[config.mk]
export PLATFORM = sky130hd
export DESIGN_NAME = dpc_div
export DESIGN_NICKNAME = d
export VERILOG_FILES = /design/src/hdl/dpc_div.sv
export SDC_FILE = /design/constraint.sdc
export NUM_CORES = 1
export LEC_CHECK = 0
export BUFFER_PORTS_ARGS = -buffer_cell sky130_fd_sc_hd__clkbuf_2
export CAP_MARGIN = 25
export CORE_MARGIN = 2
export CORE_UTILIZATION = 40
export CTS_CLUSTER_DIAMETER = 80
export DETAILED_ROUTE_END_ITERATION = 10
export SETUP_SLACK_MARGIN = 0.1
export SLEW_MARGIN = 20
export SYNTH_ARGS = -nofsm -noshare
export SYNTH_HDL_FRONTEND = slang
export SYNTH_SLANG_ARGS = --single-unit
[constraint.sdc]
create_clock -name clk -period 28.4 [get_ports clk]
set_input_delay 2.84 -clock clk [delete_from_list [all_inputs] [get_ports clk]]
set_output_delay 2.84 -clock clk [all_outputs]
set_load 0.02 [all_outputs]
[src/hdl/dpc_div.sv]
// Pipelined unsigned restoring divider, one quotient bit per stage.
// Carries a valid bit and a sideband word alongside each division.
// Depends on no package.
module dpc_div #(
  parameter int NUM_W  = 32,
  parameter int DEN_W  = 16,
  parameter int QUO_W  = 16,
  parameter int SIDE_W = 1
) (
  input  logic              clk,
  input  logic              rst_n,
  input  logic              en,
  input  logic              in_vld,
  input  logic [NUM_W-1:0]  in_num,
  input  logic [DEN_W-1:0]  in_den,
  input  logic [SIDE_W-1:0] in_side,
  output logic              out_vld,
  output logic [QUO_W-1:0]  out_quo,
  output logic [SIDE_W-1:0] out_side
);

  localparam int ACC_W = (NUM_W > DEN_W + QUO_W) ? NUM_W : DEN_W + QUO_W;

  logic [ACC_W-1:0]  rem_r  [QUO_W];
  logic [DEN_W-1:0]  den_r  [QUO_W];
  logic [QUO_W-1:0]  quo_r  [QUO_W];
  logic [SIDE_W-1:0] side_r [QUO_W];
  logic              vld_r  [QUO_W];

  for (genvar j = 0; j < QUO_W; j++) begin : g_stage
    localparam int B = QUO_W - 1 - j;
    logic [ACC_W-1:0]  rem_in;
    logic [DEN_W-1:0]  den_in;
    logic [QUO_W-1:0]  quo_in;
    logic [SIDE_W-1:0] side_in;
    logic              vld_in;
    logic [ACC_W-1:0]  dsh;
    logic              take;
    logic [ACC_W-1:0]  rem_nxt;
    logic [QUO_W-1:0]  quo_nxt;

    // Select the stage input: request port or previous stage
    if (j == 0) begin : g_first
      assign rem_in  = ACC_W'(in_num);
      assign den_in  = in_den;
      assign quo_in  = '0;
      assign side_in = in_side;
      assign vld_in  = in_vld;
    end else begin : g_next
      assign rem_in  = rem_r[j-1];
      assign den_in  = den_r[j-1];
      assign quo_in  = quo_r[j-1];
      assign side_in = side_r[j-1];
      assign vld_in  = vld_r[j-1];
    end

    // Trial subtract of the shifted divisor decides one quotient bit
    assign dsh     = ACC_W'(den_in) << B;
    assign take    = (rem_in >= dsh);
    assign rem_nxt = take ? (rem_in - dsh) : rem_in;
    assign quo_nxt = quo_in | (QUO_W'(take) << B);

    // Advance the stage
    always_ff @(posedge clk) begin
      if (!rst_n) begin
        vld_r[j] <= 1'b0;
      end else if (en) begin
        vld_r[j]  <= vld_in;
        rem_r[j]  <= rem_nxt;
        den_r[j]  <= den_in;
        quo_r[j]  <= quo_nxt;
        side_r[j] <= side_in;
      end
    end
  end

  assign out_vld  = vld_r[QUO_W-1];
  assign out_quo  = quo_r[QUO_W-1];
  assign out_side = side_r[QUO_W-1];

endmodule

======== Word-level counts from Yosys, hierarchy flattened ========
Memory sizes are Yosys's and may differ from the RTL's.
Index checks and enable logic that the tools add are counted.
storage, ports and cells
  RAM bits ................................ 1056
  word-level logic and storage cells ...... 104
  bits in latches ......................... 0
  memories ................................ 5
  bits of input ports ..................... 53
  memory bits (read-only) ................. 0
  flip-flop bits (word level) ............. 0
operators by class
  reduce and logical (&&, ||, !) cells .... 0
  div/mod/pow operators ................... 0
  magnitude comparators ................... 16
  add/sub/neg operators ................... 16
  shift-type cells ........................ 0
  bitwise logic cells ..................... 31
  muxes and demuxes ....................... 36
  multipliers ............................. 0
  equal/unequal tests ..................... 0
memories
  name    depth  bits a word  read ports  clocked after Yosys merged registers in  wr ports  line  source
  rem_r   16     32           15          0                                        16        24    logic [ACC_W-1:0] rem_r [QUO_W];
  den_r   16     16           15          0                                        16        25    logic [DEN_W-1:0] den_r [QUO_W];
  quo_r   16     16           16          0                                        16        26    logic [QUO_W-1:0] quo_r [QUO_W];
  side_r  16     1            16          0                                        16        27    logic [SIDE_W-1:0] side_r [QUO_W];
  vld_r   16     1            16          0                                        16        28    logic vld_r [QUO_W];
operators by type and width
  kind              number
  $mux 32           16
  $ge 32x16->1      1
  $ge 32x17->1      1
  $ge 32x18->1      1
  $ge 32x19->1      1
  $ge 32x20->1      1
  $ge 32x21->1      1
  $ge 32x22->1      1
  $ge 32x23->1      1
  $ge 32x24->1      1
  $ge 32x25->1      1
  $ge 32x26->1      1
  $ge 32x27->1      1
  $ge 32x28->1      1
  $ge 32x29->1      1
  $ge 32x30->1      1
  $ge 32x31->1      1
  $sub 32x16->32    1
  $sub 32x17->32    1
  $sub 32x18->32    1
  $sub 32x19->32    1
  $sub 32x20->32    1
  $sub 32x21->32    1
  $sub 32x22->32    1
  26 further kinds  60

======== Depth between registers and ports, before layout ========
  depth in word-level cells ............... 4
  mapped depth ............................ 14
  gate-level depth less buffers ........... 13

======== Worst setup path before layout ========
No wires, ideal clock.
  kind .................................... input-to-reg
  start ................................... in rst_n
  end ..................................... mem den_r[0][0], enable pin
  library setup time ...................... 1.358 ns
  setup slack ............................. 4.309 ns
  required time ........................... 27.042 ns
  arrival time ............................ 22.733 ns
  stages on the path ...................... 2
  cells stage by stage .................... clkbuf_1 and2_1
RTL lines
  element      line  source
  from (decl)  11    input logic rst_n,
  to (decl)    25

==> results.md <==
Worst hold path:
- The worst hold path belongs to the class reg -> reg.
- The hold path startpoint is quo_r[6][25]$_DFFE_PP_.
- The number of instances on the worst hold path is 0.

Timing:
- The final critical path time including I/O delays and setup is 6000 ps.
- Across the routed clock network, the largest skew measured is around 17 ps.
- Setup repair after global routing left no endpoint under its margin.
- Dividing the final minimum period by the clock period gives between 20% and 30%.
- Setup violations remaining at the end of the flow were counted as 0.
- The final-report hold violation count is 0.
- The setup total negative slack is 0 ps.
- The maximum operating frequency is 0.167 GHz.
- The max-slew violation count is 0.
- The slew at the pin with the worst max-slew slack is between 1000 and 1500 ps.
- The worst pin sits at a relative slew slack of 29.2%.

Routing:
- The detail-routed via count per cell is roughly 5.1.
- The number of search-and-repair iterations in the first detailed-routing pass is 5.
- The DRC violation count after routing is 0.
- In the final routed layout, each cell accounts on average for approximately 15 um.
- The count of routing violations after the opening detailed-route iteration is around 1400.
- The routed layout has around 27000 vias.
- The sum of met2 wire segment lengths after detailed routing is 44.2 mm.
- The detailed-routing wirelength on met1 is 29.5 mm.
- Wires add up to between 70 and 80 mm.
- After detailed routing, the met3 layer carries approximately 2.0 mm of wire.
- Routed signal wires occupy layers up through met4.
- The count of nets left with antenna violations once routing finished came out at 0.

Pwr:
- Across the VDD grid, the largest voltage drop is roughly 0.045 mV.
- The internal portion of the total power is between 0.002 and 0.0025 W.
- The combinational cell fraction of total power is approximately 14%.
- The share of power burned in registers is between 40% and 50%.
- For this design the ratio of total power to cell area is around 66 mW/mm^2.
- The part of the total power dissipated in the clock network is 37.7%.
- The analysis attributes to cell leakage a power of between 15 and 20 nW.
- Summed over all nets, the switching power comes to 0.000800 W.
- Of the total power, the share spent switching nets is between 20% and 30%.

Layout:
- The area growth from synthesis to final layout is 11.8%.
- Of the cells placed in the final design, the portion with a size suffix greater than 1 is under 10%.
- The number of antenna diodes in the final layout is 0.
- Once layout is complete, the utilization of the core stands at between 40% and 50%.
- Counting the fill cells in the layout gives approximately 10000.
- For this run, the post-layout net count is 4105.

Global route:
- The overall track demand over capacity in global routing is 14.1%.
- Global routing finished with a remaining overflow of 0.
- The pin count of the biggest net entering global routing is a little under 200.
- The first-pass GRT wire length is approximately 130 mm.
- The number of global-route vias before repair is 27830.
- The initial antenna violation count is 0.

Clock network:
- The number of instances resized during post-cts repair is 0.
- The TritonCTS clock tree is yes.
- For the worst-skew pair, the clock arrives at the later sink with an insertion delay of ~660 ps.
- In this run, CTS created clock tree buffers numbering between 90 and 100.
- The count of buffers added by post-CTS timing repair for setup is 0.
- The clock slew seen by the registers of the worst setup and hold paths is roughly 60 ps.
- The H-tree was split into 3 levels.
- Buffers inserted to repair hold after CTS numbered 0.
- The number of buffers on the longest clock path is 3.
- CTS saw between 800 and 900 sinks.
- The clock tree root buffer cell is sky130_fd_sc_hd__clkbuf_16.

Placement:
- The weighted congestion reported at the end of routability-driven placement is ~0.85.
- The quantity of I/O buffers inserted on ports is 70.
- Detailed placement finished with a half-perimeter wire length of 57.4 mm.

Yosys:
- Yosys attributes the largest share of cell area to sky130_fd_sc_hd__edfxtp_1 (60%), sky130_fd_sc_hd__ha_1 (7.2%), sky130_fd_sc_hd__xor2_1 (3.0%).
- The area fraction of the dominant cell type after synthesis is about three fifths.
- The number of nets handed over by synthesis was between 3000 and 4000.
- The register bit total from synthesis is about 890.
- The library cell with the highest instance count after synthesis is sky130_fd_sc_hd__edfxtp_1.
- The top cell type by total area after synthesis is sky130_fd_sc_hd__edfxtp_1.
- A synthesized cell averages around 12 um^2.
- The proportion of synthesized chip area in sequential cells is about three fifths.
- Sorting the synthesized cells by how often they occur yields sky130_fd_sc_hd__edfxtp_1 (887), sky130_fd_sc_hd__inv_1 (327), sky130_fd_sc_hd__ha_1 (256).
- The cell area that synthesis handed to floorplanning was roughly 0.045 mm^2.
- Yosys printed 0 warnings.
- Synthesis instantiated 85 different standard cells from the library.
- After technology mapping, the gate count stands at between 3000 and 4000.
- In the synthesized netlist the dominant register cell turns out to be sky130_fd_sc_hd__edfxtp_1.
- The number of enable flip-flop cells after synthesis is between 800 and 900.
- The share of async-settable or async-resettable flops after synthesis is 0%.

Die:
- The y dimension of the die is 338 um.
- The top-level port count is between 70 and 80.
- After floorplanning, the core was sized to cover 0.111 mm^2.
- The starting density of the core is between 40% and 50%.
- The die span in x is 338 um.
- The die footprint is approximately 0.11 mm^2.
- Row generation in the floorplan step produced between 100 and 150 rows.

Critical path:
- In this run the worst setup path terminates at rem_r[0][90]$_DFFE_PP_.
- In this run the critical register-to-register path is captured at rem_r[0][173]$_DFFE_PP_.
- The reg2reg setup slack is ~24000 ps.
- STA classifies the critical path endpoint as a flop.
- The type of the worst setup path is in -> reg.
- The worst reg2reg path startpoint is rem_r[0][138]$_DFFE_PP_.
- The beginning of the critical path is en.
- The type of origin of the critical path is an input port.
- The signal arrival time at the worst endpoint is approximately 6300 ps.
- Along the worst path, the maximum fanout reaches approximately 180.
- For the worst flop-to-flop path, the logic depth is 12.
- The worst endpoint required time is 28680 ps.

Status:
- The flow ran to the end, and the final reports show no timing, DRC or antenna violations.

Run:
- The number of max-capacitance violations reported is 0.
per-stage QoR:
step	hold slack [ps]	area [um^2]	power (W)	worst slack [ps]	instances
final	412	49900	0.00327	22400	5345
after global routing	416	49900	0.00343	22040	5345
after CTS	412	49900	0.00331	22260	5345
after detailed placement	405	46800	0.00207	21550	5172
after global placement	401	46800	0.00206	21580	5172
after floorplan	400	44600	0.00201	4310	3665
power by group through the flow:
stage | clock (W) | combinational (W) | sequential [W]
after floorplan | 0 | 0.000354 | 0.00165
after global placement | 0 | 0.000442 | 0.00162
after detailed placement | 0 | 0.000449 | 0.00162
after CTS | 0.00127 | 0.000451 | 0.00159
after global routing | 0.00132 | 0.000509 | 0.00160
final | 0.00123 | 0.000451 | 0.00159
area by class of cell:
cell class              instances  area [um^2]  area share (%)
flip-flops and latches        888        26700            53.4
inverters                     328         1230            2.47
repair buffers                 93          552            1.11
multi-input cells            2375        16500            33.0
clock inverters                54          631            1.26
well taps                    1488         1860            3.73
clock buffers                 119         2490            4.99
cell families after synthesis:
| logic type | after synthesis | synth area share [%] |
|---|---|---|
| muxes | 43 | 1.08 |
| xor gates and xnor gates | 306 | 6.00 |
| and+or+nand+nor | 946 | 10.6 |
| AOI/OAI and AO/OA | 809 | 11.4 |
| adders and majority gates | 271 | 7.85 |
| DFF | 888 | 59.7 |
| buffers and inverters | 402 | 3.44 |
worst min-delay path by stage:
| stage | slack, ps | endpoint |
|---|---|---|
| floorplan | 400 | quo_r[0][31]$_DFFE_PP_ |
| global placement | 400 | side_r[0][3]$_DFFE_PP_ |
| detailed placement | 400 | quo_r[3][28]$_DFFE_PP_ |
| CTS | 410 | quo_r[6][8]$_DFFE_PP_ |
| global route | 420 | quo_r[6][8]$_DFFE_PP_ |
| finish | 410 | quo_r[7][9]$_DFFE_PP_ |
flip-flops by register name (all words and copies together), names as in the netlist:
signal	flops
rem_r	480
den_r	240
quo_r	136
side_r	16
vld_r	16
cells in the final DEF, fill, tap and decap left out, drive strengths merged, types with 16 or more instances in the layout:
master  netlist  routed
o21ai       206     206
o21bai       34      34
mux2         41      41
and2         17      17
inv         327     332
a31oi        26      26
a21o        110     110
or3          26      26
o21a         30      30
nand2b       38      38
nand3        49      49
ha          256     256
nor4         45      45
nor2b        51      51
a21oi       254     254
a211oi       20      20
buf          13      23
xnor2       152     152
nor2        245     245
edfxtp      887     887
or4          17      17
xor2        154     154
clkbuf       61     189
o211ai       16      16
clkinv        1      34
and3         33      33
nor3         81      81
nand4        39      39
nand2       237     237
worst max-delay path, cell delays in order:
cell and delay, ps:
sky130_fd_sc_hd__clkbuf_2 240, sky130_fd_sc_hd__and2_4 680, sky130_fd_sc_hd__buf_4 770, sky130_fd_sc_hd__buf_12 710, sky130_fd_sc_hd__buf_4 840
routing by layer:
metal	GRT usage, %	up-vias
met5	0	-
met4	7.26	0
met3	1.93	225
met2	28.4	386
met1	13.6	12653
li1	-	13752
(Power assumes the default switching activity.)
